===== src/sv/cvc_pkg.sv =====
`timescale 1ns / 1ps
// ----------------------------------------------------------------------------
// cvc_pkg
// Shared constants, register codes and transaction types for the clamped
// valid-region 2-D convolution block.
// ----------------------------------------------------------------------------
package cvc_pkg;

   // Defaults for the top-level parameters.
   localparam int DEF_MAX_WIDTH      = 1024;
   localparam int DEF_MAX_KERNEL     = 7;
   localparam int DEF_COEF_FRAC_BITS = 12;
   localparam int QUEUE_DEPTH        = 4;

   // Field widths sized for the largest parameter values supported.
   localparam int WIDTH_BITS_MAX  = 13;
   localparam int HEIGHT_BITS     = 11;
   localparam int KER_BITS_MAX    = 4;
   localparam int COL_BITS_MAX    = 12;
   localparam int SLOT_BITS_MAX   = 4;
   localparam int PIXEL_BITS      = 8;
   localparam int COEF_BITS       = 16;
   localparam int PROD_BITS       = PIXEL_BITS + 1 + COEF_BITS;
   localparam int CSR_DATA_BITS   = 11;
   localparam int CSR_INDEX_BITS  = 2;
   localparam int COEF_INDEX_BITS = 6;
   localparam int FIELD_KER_BITS  = 3;

   // Request kinds.
   localparam logic REQ_PIXEL = 1'b0;
   localparam logic REQ_COEF  = 1'b1;

   // Configuration register indexes.
   typedef enum logic [CSR_INDEX_BITS-1:0] {
      CSR_IMAGE_WIDTH  = 2'd0,
      CSR_IMAGE_HEIGHT = 2'd1,
      CSR_KERNEL_ROWS  = 2'd2,
      CSR_KERNEL_COLS  = 2'd3
   } cvc_csr_index_type;

   // Clamped configuration as seen by the front and back parts.
   typedef struct packed {
      logic [WIDTH_BITS_MAX-1:0] width;
      logic [HEIGHT_BITS-1:0]    height;
      logic [KER_BITS_MAX-1:0]   krows;
      logic [KER_BITS_MAX-1:0]   kcols;
   } cvc_cfg_type;

   // One classified transaction passed from the front to the back.
   typedef struct packed {
      logic                         is_coef;
      logic                         coef_ok;
      logic [PIXEL_BITS-1:0]        pixel;
      logic signed [COEF_BITS-1:0]  coef;
      logic [KER_BITS_MAX-1:0]      coef_row;
      logic [KER_BITS_MAX-1:0]      coef_col;
      logic [COL_BITS_MAX-1:0]      col;
      logic [SLOT_BITS_MAX-1:0]     slot;
      logic                         emit;
      logic                         last;
   } cvc_item_type;

endpackage


===== src/sv/cvc_queue.sv =====
`timescale 1ns / 1ps
// ----------------------------------------------------------------------------
// cvc_queue
// Short first-in first-out queue of classified transactions between the
// front and the back.
// ----------------------------------------------------------------------------
module cvc_queue #(
   parameter int DEPTH = cvc_pkg::QUEUE_DEPTH
) (
   input  logic                  clock,
   input  logic                  reset,
   input  logic                  push,
   input  cvc_pkg::cvc_item_type push_item,
   output logic                  full,
   input  logic                  pop,
   output logic                  empty,
   output cvc_pkg::cvc_item_type head
);
   import cvc_pkg::*;

   localparam int PW = (DEPTH > 1) ? $clog2(DEPTH) : 1;
   localparam int CW = $clog2(DEPTH + 1);

   cvc_item_type   slots_ff [DEPTH];
   logic [PW-1:0]  wr_ptr_ff, wr_ptr_in;
   logic [PW-1:0]  rd_ptr_ff, rd_ptr_in;
   logic [CW-1:0]  count_ff, count_in;
   logic           do_push, do_pop;

   assign full    = (count_ff == CW'(DEPTH));
   assign empty   = (count_ff == '0);
   assign head    = slots_ff[rd_ptr_ff];
   assign do_push = push && !full;
   assign do_pop  = pop && !empty;

   // Pointer and fill-count update with wrap at the queue depth.
   always_comb begin
      wr_ptr_in = wr_ptr_ff;
      rd_ptr_in = rd_ptr_ff;
      count_in  = count_ff;
      if (do_push) begin
         wr_ptr_in = (wr_ptr_ff == PW'(DEPTH - 1)) ? '0 : wr_ptr_ff + 1'b1;
      end
      if (do_pop) begin
         rd_ptr_in = (rd_ptr_ff == PW'(DEPTH - 1)) ? '0 : rd_ptr_ff + 1'b1;
      end
      if (do_push && !do_pop) begin
         count_in = count_ff + 1'b1;
      end else if (do_pop && !do_push) begin
         count_in = count_ff - 1'b1;
      end
   end

   always_ff @(posedge clock) begin
      if (reset) begin
         wr_ptr_ff <= '0;
         rd_ptr_ff <= '0;
         count_ff  <= '0;
      end else begin
         wr_ptr_ff <= wr_ptr_in;
         rd_ptr_ff <= rd_ptr_in;
         count_ff  <= count_in;
      end
   end

   // Payload storage needs no reset.
   always_ff @(posedge clock) begin
      if (do_push) begin
         slots_ff[wr_ptr_ff] <= push_item;
      end
   end

endmodule


===== config.mk =====
export PLATFORM = sky130hd
export DESIGN_NAME = cvc_queue
export DESIGN_NICKNAME = d
export VERILOG_FILES = /design/src/sv/cvc_pkg.sv /design/src/sv/cvc_queue.sv
export SDC_FILE = /design/constraint.sdc
export NUM_CORES = 1
export LEC_CHECK = 0
export ABC_AREA = 1
export BUFFER_PORTS_ARGS = -buffer_cell sky130_fd_sc_hd__buf_2
export CAP_MARGIN = 15
export CORE_MARGIN = 2
export CORE_UTILIZATION = 30
export DETAILED_ROUTE_END_ITERATION = 12
export GPL_TIMING_DRIVEN = 0
export SYNTH_ARGS = -nofsm -noshare
export SYNTH_HDL_FRONTEND = slang
export SYNTH_SLANG_ARGS = --single-unit

===== constraint.sdc =====
create_clock -name clock -period 8.51 [get_ports clock]
set_input_delay 0 -clock clock [delete_from_list [all_inputs] [get_ports clock]]
set_output_delay 0 -clock clock [all_outputs]
set_load 0.01 [all_outputs]

==> reports/results.txt <==
Reg-to-Reg End = slots_ff[3][47]
Reg2Reg Setup Slack = 6.22 ns
largest net degree at the start of global routing = 21
WP data arrival = 2.49 ns
register bit total from synthesis = 217
vias in the first global route = 5407
Die Width = 175 µm
WL met3 = 1130 µm
sequential area share after synthesis = 73.3%
Syn Nets = 636
worst r2r path cells = 6
Worst setup SP type = register
CTS tree = done
Int Power = 2380 µW
io pins = 110
Unique masters post-synth = 25
part of the power in registers = 38.3%
reg-to-reg startpoint = count_ff[0]
setup TNS = 0 ns
Worst Hold Path EP = count_ff[0]
most common cell in the netlist = edfxtp_1
chip height = 175 µm
CTS clk-pin slew, worst paths = 0.06 ns
uppermost layer routed = met4
Initial Util = 30.5%
Max H-tree Level = 1
Logic pwr share = 31.2%
Multi-input gate area = 2060 µm²
met2 WL = 9810 µm
die area = 30600 µm²
final WL = 20300 µm
mean post-synth cell area = 15.3 µm²
Place WS = 6.13 ns
Fillers = 2714
GPL Wtd Cong = 0.719
total CTS buffers = 24
cell leakage power = 0.00401 µW
number of DRC markers in iteration 0 = 299
Hold Crit Class = in -> reg
first-pass GRT wire length = 31200 µm
min Tclk post-route = 2.29 ns
core area = 28700 µm²
top-area cell type share of the netlist area = 71.3%
synth cell count leaders = edfxtp_1, o21ai_0, nor2_1
dpl cell area = 10000 µm²
post-DR wirelength/cell = 17.3 µm
Synth warnings = 0
area leader, netlist = edfxtp_1
detailed-routing wirelength on met1 = 9080 µm
switching power share of the total = 32.0%
Slew headroom = 51.1%
Mapped Area = 8760 µm²
Ant. Diodes = 0
Post-synth EDFFs = 208
Final nets = 834
Row Count = 62
total global-route track usage = 13.3%
Crit Path Max Fanout = 20
share of cells above drive strength 1 = 32.7%
Max Cap Violations = 0
Area contributors post-synth = edfxtp_1, o22ai_2, o21ai_0
# placed instances = 1074
transition time of the tightest slew-check pin = 0.732 ns
Final Setup Violations = 0
Non-Filler Instances = 1173
cell count of the worst hold path = 3
crit end category = register
Root Driver = clkbuf_16
period utilization = 26.9%
setup bufs post-CTS = 0
Final Max Tran Viols = 0
worst-skew pair later-pin latency = 0.50 ns
synthesized instance count = 573
design area = 11400 µm²
RSZ-0062 raised after global routing = false
Data required, critical path = 8.72 ns
clk_skew = 0.00718 ns
Max VDD drop = 0.000143 V
switching pwr = 1120 µW
P&R area growth vs syn = 30.1%
Post-synth ARST share = 0%
Hold WS = 0.201 ns
final worst slack = 6.22 ns
DP HPWL = 12700 µm
hold path startpoint = reset
Max Freq = 437 MHz
Via density = 4.54
clock share of power = 30.5%
1st-pass router iterations = 4
antenna viol nets, final = 0
DRC = 0
pwr dens = 308 nW/µm²
Final Hold Fails = 0
Seq. cell area = 6430 µm²
via count = 5326
Top FF cell, synth = edfxtp_1
status = finished, final reports clean
total gr overflow = 0
Clock Sinks = 217
critical setup path kind = reg -> reg
port bufs = 109
Clock Path Buffers = 3
initial antenna violation count = 0
worst max-delay path: stages, from the launching register on:
cell and delay [ns]:
dfxtp_1 0.39, nor2_1 0.08, nand2_1 0.11, nand2_1 0.28
nor2_4 0.66, buf_12 0.27, buf_16 0.18
logic make-up (layout without fill, tap and decap cells):
logic type | count (synthesis) | count (layout) | share of synthesized area (%)
AND/OR/NAND/NOR | 139 | 139 | 9.40
buffers and inverters | 50 | 266 | 3.54
XOR/XNOR | 1 | 1 | 0.100
adder cells (fa/ha/maj) | 7 | 7 | 1.09
AO/OA/AOI/OAI | 159 | 159 | 12.5
flip-flops | 217 | 217 | 73.3
worst max-delay path by stage:
stage                startpoint               to  slack [ns]  cells past startpoint
floorplan           count_ff[0]   slots_ff[0][0]        5.17                      4
global placement    count_ff[0]  slots_ff[3][33]        2.85                      4
detailed placement  count_ff[0]  slots_ff[3][40]        6.13                      6
global route        count_ff[0]  slots_ff[3][12]        6.01                      6
CTS                 count_ff[0]  slots_ff[3][33]        6.12                      6
finish              count_ff[0]  slots_ff[3][47]        6.22                      6
stage by stage:
step	util, %	total power, µW
floorplan	-	2030
global placement	34.1	2430
detailed placement	34.9	2460
CTS	39.7	3560
global route	39.7	3700
finish	39.7	3510
metal layers:
metal,up-vias,global-route usage (%)
li1,2530,-
met1,2626,18.0
met3,26,2.59
met5,-,0
met2,144,22.0
met4,0,3.61
state kept, by name, summed over array words and instances, names as in the netlist, named ones only:
name	cells
count_ff	3
rd_ptr_ff	2
slots_ff	208
wr_ptr_ff	2
placed cells by master (no fill, tap or decap), types with 2 or more instances in the layout:
master         instances
buf_2                120
o21ai_1               14
edfxtp_1             208
dlygate4sd3_1         55
clkinv_2               4
buf_6                  3
nor2_1                77
o22ai_2               38
clkbuf_1              17
nand3b_1               2
ha_1                   6
clkinvlp_4             2
buf_12                 8
clkinv_1               2
o21ai_0               91
bufinv_16              4
o22ai_1               14
dfxtp_1                9
buf_16                 5
nand2_1               14
a21oi_1                2
nor2_4                42
clkbuf_16             25
nor2_2                 2
inv_1                 16
clkinv_4               2
repair_timing:
action | CTS | global route
hold buffers | 55 | 0
endpoints found under the hold margin | 217 | 0
endpoints found under the setup margin | 0 | 0
gates resized for setup | 0 | 0
power by group through the flow:
stage / sequential [µW] / combinational [µW] / clock (µW)
2_1_floorplan: 1360 / 665 / 0
3_3_place_gp: 1380 / 1050 / 0
3_5_place_dp: 1370 / 1100 / 0
4_1_cts: 1340 / 1120 / 1090
5_1_grt: 1350 / 1210 / 1140
6_report: 1340 / 1090 / 1070
cell type report:
type,instances,share of cell area (%)
inverter,18,0.604
clock inverter,13,1.54
buffer,32,2.12
sequential,217,56.4
clock buffer,31,5.77
multi-input combinational,306,18.0
tap,384,4.21
timing repair buffer,172,11.3
Power figures use the tool's default switching activity.
