==> src/sv/cvc_pkg.sv <==
`timescale 1ns / 1ps
// ----------------------------------------------------------------------------
// cvc_pkg
// Shared constants, register codes and transaction types for the clamped
// valid-region 2-D convolution block.
// ----------------------------------------------------------------------------
package cvc_pkg;

   // Defaults for the top-level parameters.
   localparam int DEF_MAX_WIDTH      = 1024;
   localparam int DEF_MAX_KERNEL     = 7;
   localparam int DEF_COEF_FRAC_BITS = 12;
   localparam int QUEUE_DEPTH        = 4;

   // Field widths sized for the largest parameter values supported.
   localparam int WIDTH_BITS_MAX  = 13;
   localparam int HEIGHT_BITS     = 11;
   localparam int KER_BITS_MAX    = 4;
   localparam int COL_BITS_MAX    = 12;
   localparam int SLOT_BITS_MAX   = 4;
   localparam int PIXEL_BITS      = 8;
   localparam int COEF_BITS       = 16;
   localparam int PROD_BITS       = PIXEL_BITS + 1 + COEF_BITS;
   localparam int CSR_DATA_BITS   = 11;
   localparam int CSR_INDEX_BITS  = 2;
   localparam int COEF_INDEX_BITS = 6;
   localparam int FIELD_KER_BITS  = 3;

   // Request kinds.
   localparam logic REQ_PIXEL = 1'b0;
   localparam logic REQ_COEF  = 1'b1;

   // Configuration register indexes.
   typedef enum logic [CSR_INDEX_BITS-1:0] {
      CSR_IMAGE_WIDTH  = 2'd0,
      CSR_IMAGE_HEIGHT = 2'd1,
      CSR_KERNEL_ROWS  = 2'd2,
      CSR_KERNEL_COLS  = 2'd3
   } cvc_csr_index_type;

   // Clamped configuration as seen by the front and back parts.
   typedef struct packed {
      logic [WIDTH_BITS_MAX-1:0] width;
      logic [HEIGHT_BITS-1:0]    height;
      logic [KER_BITS_MAX-1:0]   krows;
      logic [KER_BITS_MAX-1:0]   kcols;
   } cvc_cfg_type;

   // One classified transaction passed from the front to the back.
   typedef struct packed {
      logic                         is_coef;
      logic                         coef_ok;
      logic [PIXEL_BITS-1:0]        pixel;
      logic signed [COEF_BITS-1:0]  coef;
      logic [KER_BITS_MAX-1:0]      coef_row;
      logic [KER_BITS_MAX-1:0]      coef_col;
      logic [COL_BITS_MAX-1:0]      col;
      logic [SLOT_BITS_MAX-1:0]     slot;
      logic                         emit;
      logic                         last;
   } cvc_item_type;

endpackage

==> src/sv/cvc_front.sv <==
`timescale 1ns / 1ps
// ----------------------------------------------------------------------------
// cvc_front
// Accepts request transactions, tracks the raster position and decodes
// coefficient indexes into kernel row and column.
// ----------------------------------------------------------------------------
module cvc_front #(
   parameter int MAX_WIDTH  = cvc_pkg::DEF_MAX_WIDTH,
   parameter int MAX_KERNEL = cvc_pkg::DEF_MAX_KERNEL
) (
   input  logic                                    clock,
   input  logic                                    reset,
   input  cvc_pkg::cvc_cfg_type                    cfg,
   input  logic                                    req_valid,
   output logic                                    req_ready,
   input  logic                                    req_type,
   input  logic [cvc_pkg::PIXEL_BITS-1:0]          req_pixel_value,
   input  logic [cvc_pkg::COEF_INDEX_BITS-1:0]     req_coef_index,
   input  logic signed [cvc_pkg::COEF_BITS-1:0]    req_coef_value,
   input  logic                                    queue_full,
   output logic                                    push,
   output cvc_pkg::cvc_item_type                   push_item
);
   import cvc_pkg::*;

   localparam int LINES = (MAX_KERNEL > 1) ? MAX_KERNEL - 1 : 1;
   localparam int CW    = $clog2(MAX_WIDTH + 1);
   localparam int SW    = (LINES > 1) ? $clog2(LINES) : 1;
   localparam int KW    = $clog2(MAX_KERNEL + 1);
   localparam int TW    = (2 * KW + 1 > COEF_INDEX_BITS) ? 2 * KW + 1 : COEF_INDEX_BITS;

   logic [CW-1:0]          col_ff, col_in;
   logic [HEIGHT_BITS-1:0] row_ff, row_in;
   logic [SW-1:0]          slot_ff, slot_in;
   logic [CW-1:0]          cur_col;
   logic [HEIGHT_BITS-1:0] cur_row;
   logic [SW-1:0]          cur_slot;
   logic [CW-1:0]          width;
   logic [KW-1:0]          krows, kcols;
   logic [KW-1:0]          qrow;
   logic [TW-1:0]          qcol;
   logic                   accept_pixel;

   assign width        = cfg.width[CW-1:0];
   assign krows        = cfg.krows[KW-1:0];
   assign kcols        = cfg.kcols[KW-1:0];
   assign req_ready    = !queue_full;
   assign push         = req_valid && !queue_full;
   assign accept_pixel = push && (req_type == REQ_PIXEL);

   // Position of this pixel, after a size change has been folded in.
   always_comb begin
      cur_col  = col_ff;
      cur_row  = row_ff;
      cur_slot = slot_ff;
      if (col_ff >= width) begin
         cur_col  = '0;
         cur_row  = row_ff + 1'b1;
         cur_slot = (slot_ff == SW'(LINES - 1)) ? '0 : slot_ff + 1'b1;
      end
      if (cur_row >= cfg.height) begin
         cur_row  = '0;
         cur_slot = '0;
      end
   end

   // Position of the next pixel.
   always_comb begin
      col_in  = cur_col + 1'b1;
      row_in  = cur_row;
      slot_in = cur_slot;
      if (col_in >= width) begin
         col_in  = '0;
         row_in  = cur_row + 1'b1;
         slot_in = (cur_slot == SW'(LINES - 1)) ? '0 : cur_slot + 1'b1;
         if (row_in >= cfg.height) begin
            row_in  = '0;
            slot_in = '0;
         end
      end
   end

   // Quotient and remainder of the coefficient index by the kernel width,
   // found by comparing against each multiple of the width.
   always_comb begin
      logic [TW-1:0] multiple;
      qrow = '0;
      for (int k = 1; k <= MAX_KERNEL; k++) begin
         multiple = TW'(k) * TW'(kcols);
         if (multiple <= TW'(req_coef_index)) begin
            qrow = qrow + 1'b1;
         end
      end
      qcol = TW'(req_coef_index) - TW'(qrow) * TW'(kcols);
   end

   // Classified transaction for the queue.
   always_comb begin
      push_item          = '0;
      push_item.is_coef  = (req_type == REQ_COEF);
      push_item.coef_ok  = (qrow < KW'(MAX_KERNEL));
      push_item.pixel    = req_pixel_value;
      push_item.coef     = req_coef_value;
      push_item.coef_row = KER_BITS_MAX'(qrow);
      push_item.coef_col = KER_BITS_MAX'(qcol);
      push_item.col      = COL_BITS_MAX'(cur_col);
      push_item.slot     = SLOT_BITS_MAX'(cur_slot);
      push_item.emit     = ({1'b0, cur_row} + 1'b1 >= (HEIGHT_BITS + 1)'(krows)) &&
                           ({1'b0, cur_col} + 1'b1 >= (CW + 1)'(kcols));
      push_item.last     = ({1'b0, cur_row} + 1'b1 == {1'b0, cfg.height}) &&
                           ({1'b0, cur_col} + 1'b1 == {1'b0, width});
   end

   always_ff @(posedge clock) begin
      if (reset) begin
         col_ff  <= '0;
         row_ff  <= '0;
         slot_ff <= '0;
      end else if (accept_pixel) begin
         col_ff  <= col_in;
         row_ff  <= row_in;
         slot_ff <= slot_in;
      end
   end

endmodule

==> config.mk <==
export PLATFORM = sky130hd
export DESIGN_NAME = cvc_front
export DESIGN_NICKNAME = d
export VERILOG_FILES = /design/src/sv/cvc_pkg.sv /design/src/sv/cvc_front.sv
export SDC_FILE = /design/constraint.sdc
export NUM_CORES = 1
export LEC_CHECK = 0
export BUFFER_PORTS_ARGS = -buffer_cell sky130_fd_sc_hd__buf_2
export CAP_MARGIN = 20
export CORE_AREA = 2 2 132 134
export DETAILED_ROUTE_END_ITERATION = 8
export DIE_AREA = 0 0 134 136
export SETUP_SLACK_MARGIN = 0.2
export SLEW_MARGIN = 20
export SYNTH_ARGS = -nofsm -noshare
export SYNTH_HDL_FRONTEND = slang
export SYNTH_SLANG_ARGS = --single-unit
==> constraint.sdc <==
create_clock -name clock -period 14.3 [get_ports clock]
set_clock_uncertainty 0.15 [all_clocks]
set_input_delay 3.575 -clock clock [delete_from_list [all_inputs] [get_ports clock]]
set_output_delay 3.575 -clock clock [all_outputs]
set_load 0.02 [all_outputs]
==> results of run 1 <==
==> power by group through the flow <==
stage               sequential (W)  clock (W)  combinational [W]
global route             0.0000742  0.0000715           0.000390
detailed placement       0.0000754          0           0.000356
CTS                      0.0000738  0.0000682           0.000356
finish                   0.0000739  0.0000665           0.000349
global placement         0.0000755          0           0.000346
floorplan                0.0000743          0           0.000277
==> metal layers <==
metal / vias to the layer above / track usage (%) / part of all wire, %
li1: 2366 / - / -
met1: 2069 / 19.7 / 51
met2: 84 / 22.3 / 44
met3: 4 / 0.932 / 4.0
met4: 0 / 1.60 / 0.42
met5: - / 0 / 0
==> critical path: cells and delay by family <==
family	cells	cell delay (ns)
compound gates	6	0.97
mux	2	0.58
buf+inv	3	0.43
xor+xnor	3	0.63
fa+ha+maj	10	3.00
simple gates	4	0.53
==> cells in the final DEF, fill, tap and decap left out, drive strengths merged, types with 3 or more instances in the layout <==
cell type,count
ha,97
buf,70
nor2,57
inv,51
nand2,50
a21oi,38
xnor2,30
nand3,27
nor3,27
dfxtp,25
and2,19
o21ai,18
xor2,14
nor2b,13
and3,12
a21o,10
nand4,10
nand2b,9
o21a,9
a221oi,8
a22oi,8
a31oi,6
o211ai,6
fa,6
o31ai,4
a211oi,4
a311oi,4
a21boi,3
or3,3
o2111ai,3
a211o,3
conb,3
clkbuf,3
==> through the flow <==
step,total power (W),cells,hold slack (ns)
2_1_floorplan,0.000351,654,0.303
3_3_place_gp,0.000422,903,0.334
3_5_place_dp,0.000431,903,0.345
4_1_cts,0.000498,907,0.356
5_1_grt,0.000536,907,0.384
6_report,0.000489,907,0.353
==> sequential cells by signal, summed over array words and instances (netlist names) <==
register  count
col_ff       11
slot_ff       3
row_ff       11
==> cell type report <==
cell class / count / area, um^2 / area share, %
Sequential cell: 25 / 500 / 9.19
Clock inverter: 1 / 5.00 / 0.0919
Timing Repair Buffer: 70 / 363 / 6.66
Clock buffer: 3 / 75.1 / 1.38
Tap cell: 225 / 282 / 5.17
Multi-Input combinational cell: 531 / 4030 / 73.9
Inverter: 52 / 195 / 3.58
==> path summary, 6_finish.rpt <==
kind         slack (ns)  startpoint  cells past startpoint            end
max                0.83      cfg[1]                     28  push_item[21]
min                0.35   col_ff[1]                      2      col_ff[1]
max reg2reg        6.72   col_ff[8]                     27     slot_ff[2]
min reg2reg        0.35   col_ff[1]                      2      col_ff[1]
==> logic make-up after synthesis <==
| kind of cell | count (synthesis) | share of synthesized area [%] |
|---|---|---|
| other cells | 1 | 0.0751 |
| flops | 25 | 10.0 |
| simple gates | 236 | 24.4 |
| mux | 3 | 0.652 |
| xor+xnor | 45 | 8.85 |
| fa+ha+maj | 103 | 26.7 |
| compound gates | 141 | 19.6 |
| buf+inv | 98 | 9.62 |
==> flow_summary.ini, run 1 <==
[critical_path]
cpMaxStageDelayCell = fa_1
critPathCaptureType = output pin
worst_setup_path_start_kind = primary input
path_max_fanout = 13
cp_common_cell = ha_1
arrival_ns = 9.75
critical_path.max_stage_delay_ns = 0.45
crit_type = in -> out
cp.required_ns = 10.57

[power_and_ir_drop]
p_leak_nw = 2.64
p_comb_share_pct = 71.3
p_switching_w = 0.000232
p_int_w = 0.000257
p_clk_share_pct = 13.6
switching_share_pct = 47.5
peakVddDrop_uv = 191
seqPwrFrac_pct = 15.1
cellPowerDensity_nw_per_um2 = 89.8

[clock_network]
cts.repair.resized = 0
clk_path_buf_depth = 2
cts_tree = yes
clkTransAtPathRegs_ns = 0.07
cts_buffers = 3
worst_skew_pair.late_latency_ns = 0.27
root_buffer = clkbuf_16
htreeDepth = 1
cts_sinks = 25
post_cts.repair.setup_buffers = 0
cts_hold_buf = 0

[timing]
finalSetupTns_ns = 0
max_clock_freq_mhz = 74.2
slew_viol_final = 0
fin_crit_sh_pct = 94.2
slew_headroom_pct = 48.3
tightest_slew_ns = 0.770
rsz0062_at_grt = false
setup_slack_ns = 0.828
final.min_clock_period_ns = 13.47
hold_viol = 0
setup_viol = 0

[placed_design]
hpwl_mm = 9.90
gp_congestion = 0.797
dpl_cell_area_um2 = 5370
pre_cts_ws_ns = 0.806
portBuffers = 65

[global_routing]
groute.usage.overall_pct = 13.5
antenna_found_initial = 0
grt_first_pass_wirelength_mm = 20.4
grt_start_max_net_pins = 28
grt.overflow.total = 0
grt_pass1_vias = 4212

[floorplanning]
fp.dieW_um = 134
core_area_um2 = 16900
initial_utilization_pct = 29.6
die_h_um = 136
std_cell_rows = 48
dieArea_um2 = 18200
ios = 121

[route]
drc = 0
wl_per_cell_um = 13.6
dr.pass1.iters = 4
vias = 4523
via_per_inst = 4.99
wl_mm = 12.4
drtAntennaViolNets = 0
drt_iter0_markers = 227

[synth]
synthTopCellsByCount = ha_1, nor2_1, inv_1
syn-instance-count = 652
avgSynthCellArea_um2 = 7.66
yosysTopAreaCell = ha_1
syn_area_um2 = 4990
ys.flop_type = dfxtp_1
async_flop_share_pct = 0
synth.most_common_cell = ha_1
synth_edf_count = 0
yosys_warnings = 0
synthTopCellsByArea = ha_1, dfxtp_1, xnor2_1
synth.top_cell.area_share_pct = 24.3
ys_types = 72
synth-seq-area-share_pct = 10.0
synth_seq_cells = 25

[layout]
final_core_util_pct = 32.3
filler_cell_count = 1836
diodes = 0
synthToLayoutAreaGrowth_pct = 9.07
layout-drive-gt1-share_pct = 14.5
fin_nets = 853
fin_area_um2 = 5450

[outcome]
status = complete, no violations

[job]
cap_viol_max_count = 0

[worst_hold_path]
min_path_type = reg -> reg
Note: power is estimated with default switching activity, not from simulation.
==> inputs of run 2 (changes only) <==
clock period = 15.4 ns   (was 14.3 ns; I/O delays follow)
==> flow_summary.ini, run 2 (synthesis gave the netlist of run 1 again) <==
[timing]
finalSetupTns_ns = 0
tightest_slew_ns = 0.764
max_clock_freq_mhz = 71.2
final.min_clock_period_ns = 14.05
fin_hold_ws_ns = 0.357
setup_viol = 0
rsz0062_at_grt = false
fin_crit_sh_pct = 91.2
hold_viol = 0
slew_viol_final = 0
slew_headroom_pct = 48.7

[clock_network]
cts_buffers = 3
clk_path_buf_depth = 2
post_cts.repair.setup_buffers = 0
cts_tree = yes
cts_sinks = 25
clkTransAtPathRegs_ns = 0.06
root_buffer = clkbuf_16
htreeDepth = 1
cts_hold_buf = 0
cts.repair.resized = 0
worst_skew_pair.late_latency_ns = 0.26

[power_and_ir_drop]
p_leak_nw = 2.64
peakVddDrop_uv = 186
cellPowerDensity_nw_per_um2 = 83.2
fin_total_pwr_w = 0.000453

[floorplanning]
fp.dieW_um = 134
std_cell_rows = 48
initial_utilization_pct = 29.6
dieArea_um2 = 18200
die_h_um = 136
core_area_um2 = 16900
ios = 121

[critical_path]
path_max_fanout = 13
worst_setup_path_start_kind = primary input
cp.required_ns = 11.40
arrival_ns = 10.05
critPathCaptureType = output pin
crit_type = in -> out

[layout]
largest_registers = col_ff: 11 flops, row_ff: 11 flops, slot_ff: 3 flops
instances_no_fill = 907
fin_nets = 853
filler_cell_count = 1829
multi_input_area_um2 = 4030
layout.cells.most_common_list = ha_1, buf_2, nor2_1, inv_1, nand2_1
synthToLayoutAreaGrowth_pct = 9.05
diodes = 0
final_core_util_pct = 32.3
final_common_cell = ha_1
seq_area_um2 = 500
layout-drive-gt1-share_pct = 14.4

[placed_design]
gp_congestion = 0.800
place_inst = 903
hpwl_mm = 9.90
portBuffers = 65

[route]
drt_iter0_markers = 244
dr.pass1.iters = 6
via_per_inst = 5.05
wl_per_cell_um = 13.5
drtAntennaViolNets = 0
drc = 0
wl_mm = 12.3
vias = 4581

[global_routing]
grt_start_max_net_pins = 28
grt_first_pass_wirelength_mm = 20.6
grt.overflow.total = 0
groute.usage.overall_pct = 13.5
antenna_found_initial = 0
grt_pass1_vias = 4330

[worst_hold_path]
min_path_type = reg -> reg

[job]
cap_viol_max_count = 0

[outcome]
status = complete, no violations
-- run 2: path summary, 6_finish.rpt --
kind,start,slack [ns],to,cells past startpoint
setup reg to reg,col_ff[4],7.80,slot_ff[2],26
hold / removal,col_ff[1],0.36,col_ff[1],2
hold reg to reg,col_ff[1],0.36,col_ff[1],2
setup / recovery,cfg[1],1.35,push_item[21],28
-- run 2: worst max-delay path, cell delays in order --
cell and delay [ns]:
buf_2 0.22, ha_1 0.26, fa_1 0.38, xor2_1 0.19, ha_1 0.32, and3_1 0.22, o21a_1 0.14, o31a_1 0.32
xnor2_1 0.25, ha_1 0.28, nand2_1 0.08, nand2_1 0.06, ha_1 0.29, a21oi_1 0.12, a31oi_1 0.07, ha_1 0.30
mux2_2 0.27, ha_1 0.28, mux2_2 0.31, and2_1 0.18, fa_1 0.45, ha_1 0.28, inv_1 0.04, ha_1 0.20
a211oi_1 0.21, a21oi_1 0.12, xnor2_1 0.15, buf_2 0.18
-- run 2: cell type report --
class | instances | share of cell area, %
Clock buffer | 4 | 1.45
Sequential cell | 25 | 9.19
Inverter | 52 | 3.59
Multi-Input combinational cell | 531 | 73.9
Tap cell | 225 | 5.17
Timing Repair Buffer | 70 | 6.67
-- run 2: routing by layer --
metal  wire [um]  vias to the layer above  track usage (%)  part of all wire [%]
li1            -                     2367                -                     -
met1        6200                     2108             19.5                    51
met2        5470                       98             22.3                    45
met3         490                        8            0.858                   4.0
met4         104                        0             2.48                  0.85
met5           0                        -                0                     0
-- run 2: power breakdown --
group	leakage [nW]	switching, W	internal, W	total [W]
Combinational	2.40	0.000188	0.000137	0.000325
Sequential	0.203	0.00000241	0.0000662	0.0000686
Clock	0.0382	0.0000242	0.0000355	0.0000597
Total	2.64	0.000215	0.000238	0.000453
-- run 2: through the flow --
step                      setup slack (ns)  instance area, um^2
final                                 1.35                 5440
after global routing                 0.860                 5440
after global placement                1.42                 5370
after floorplan                       1.84                 5000
after detailed placement              1.34                 5370
after CTS                             1.33                 5440
==> inputs of run 3 (changes only) <==
CORE_AREA = 2 2 126 128   (was 2 2 132 134)
DIE_AREA = 0 0 128 130   (was 0 0 134 136)
==> flow_summary.ini, run 3 (synthesis gave the netlist of run 1 again) <==
[layout]
filler_cell_count = 1682
final_common_cell = ha_1
layout.cells.most_common_list = ha_1, buf_2, nor2_1, inv_1, nand2_1
layout-drive-gt1-share_pct = 14.5
fin_nets = 853
seq_area_um2 = 500
largest_registers = col_ff: 11 flops, row_ff: 11 flops, slot_ff: 3 flops
diodes = 0
synthToLayoutAreaGrowth_pct = 8.32
instances_no_fill = 874
multi_input_area_um2 = 4030

[critical_path]
crit_type = in -> out
cp.required_ns = 11.40
critPathCaptureType = output pin
worst_setup_path_start_kind = primary input
path_max_fanout = 13
r2r_cells = 27
arrival_ns = 10.02

[floorplanning]
dieArea_um2 = 16600
ios = 121
fp.dieW_um = 128
die_h_um = 130
core_area_um2 = 15400
initial_utilization_pct = 32.4
std_cell_rows = 46

[clock_network]
clkTransAtPathRegs_ns = 0.07
cts.repair.resized = 0
cts_tree = yes
cts_buffers = 3
htreeDepth = 1
clk_path_buf_depth = 2
post_cts.repair.setup_buffers = 0
worst_skew_pair.late_latency_ns = 0.27
cts_hold_buf = 0
cts_sinks = 25
root_buffer = clkbuf_16

[power_and_ir_drop]
p_comb_share_pct = 71.4
seqPwrFrac_pct = 15.0
p_switching_w = 0.000218
p_int_w = 0.000240
p_leak_nw = 2.64
switching_share_pct = 47.6
peakVddDrop_uv = 134
p_clk_share_pct = 13.6
cellPowerDensity_nw_per_um2 = 84.6

[global_routing]
grt_first_pass_wirelength_mm = 20.5
grt_start_max_net_pins = 28
groute.usage.overall_pct = 14.8
grt_pass1_vias = 4250
grt.overflow.total = 0
antenna_found_initial = 0

[route]
dr.pass1.iters = 5
via_per_inst = 5.20
drt_iter0_markers = 213
drtAntennaViolNets = 0
wl_mm = 12.3
drc = 0
vias = 4546
wl_per_cell_um = 14.1

[timing]
fin_crit_sh_pct = 91.1
setup_viol = 0
slew_viol_final = 0
hold_viol = 0
finalSetupTns_ns = 0
rsz0062_at_grt = false
max_clock_freq_mhz = 71.3
tightest_slew_ns = 0.887
slew_headroom_pct = 40.6
final.min_clock_period_ns = 14.02
fin_hold_ws_ns = 0.368

[placed_design]
portBuffers = 65
place_inst = 870
hpwl_mm = 9.79
gp_congestion = 0.847

[outcome]
status = complete, no violations

[job]
cap_viol_max_count = 0

[worst_hold_path]
min_path_type = reg -> reg
hold_path_depth = 2
[run 3: path summary, 6_finish.rpt]
kind | startpoint | endpoint | slack, ns
hold reg to reg | col_ff[1] | col_ff[1] | 0.37
hold / removal | col_ff[1] | col_ff[1] | 0.37
setup / recovery | cfg[1] | push_item[21] | 1.38
setup reg to reg | col_ff[8] | slot_ff[2] | 7.67
[run 3: layer usage]
metal  vias up  global-route usage, %  wire length [um]
met3        11                   1.19               440
met2        80                   24.5              5360
met1      2089                   21.4              6380
met5         -                      0                 0
li1       2366                      -                 -
met4         0                   2.26               110
[run 3: area by class of cell]
cell class | count | area share, %
Clock buffer | 3 | 1.39
Clock inverter | 1 | 0.162
Inverter | 52 | 3.61
Multi-Input combinational cell | 531 | 74.4
Sequential cell | 25 | 9.25
Tap cell | 192 | 4.44
Timing Repair Buffer | 70 | 6.71
[run 3: critical path, cell delays in order]
cell      delay, ns
buf_2          0.21
ha_1           0.26
fa_1           0.38
xor2_1         0.19
ha_1           0.32
and3_1         0.21
o21a_1         0.14
o31a_1         0.32
xnor2_1        0.23
ha_1           0.27
nand2_1        0.08
nand2_1        0.06
ha_1           0.29
a21oi_1        0.12
a31oi_1        0.07
ha_1           0.30
mux2_2         0.28
ha_1           0.30
mux2_2         0.31
and2_1         0.18
fa_1           0.46
ha_1           0.29
inv_1          0.04
ha_1           0.19
a211oi_1       0.21
a21oi_1        0.11
xnor2_1        0.14
buf_2          0.18
[run 3: power groups by stage]
stage,Sequential [W],Combinational (W),Clock [W]
after floorplan,0.0000690,0.000257,0
after global routing,0.0000689,0.000361,0.0000657
final,0.0000686,0.000327,0.0000621
after CTS,0.0000686,0.000331,0.0000641
after global placement,0.0000700,0.000324,0
after detailed placement,0.0000701,0.000329,0
[run 3: stage by stage]
step,worst slack (ns),cell area (um^2),util (%),total power [W]
final,1.38,5410,35.1,0.000458
after global routing,0.989,5410,35.1,0.000496
after CTS,1.38,5410,35.1,0.000463
after detailed placement,1.39,5320,34.5,0.000399
after global placement,1.43,5320,34.5,0.000394
after floorplan,1.84,5000,-,0.000326
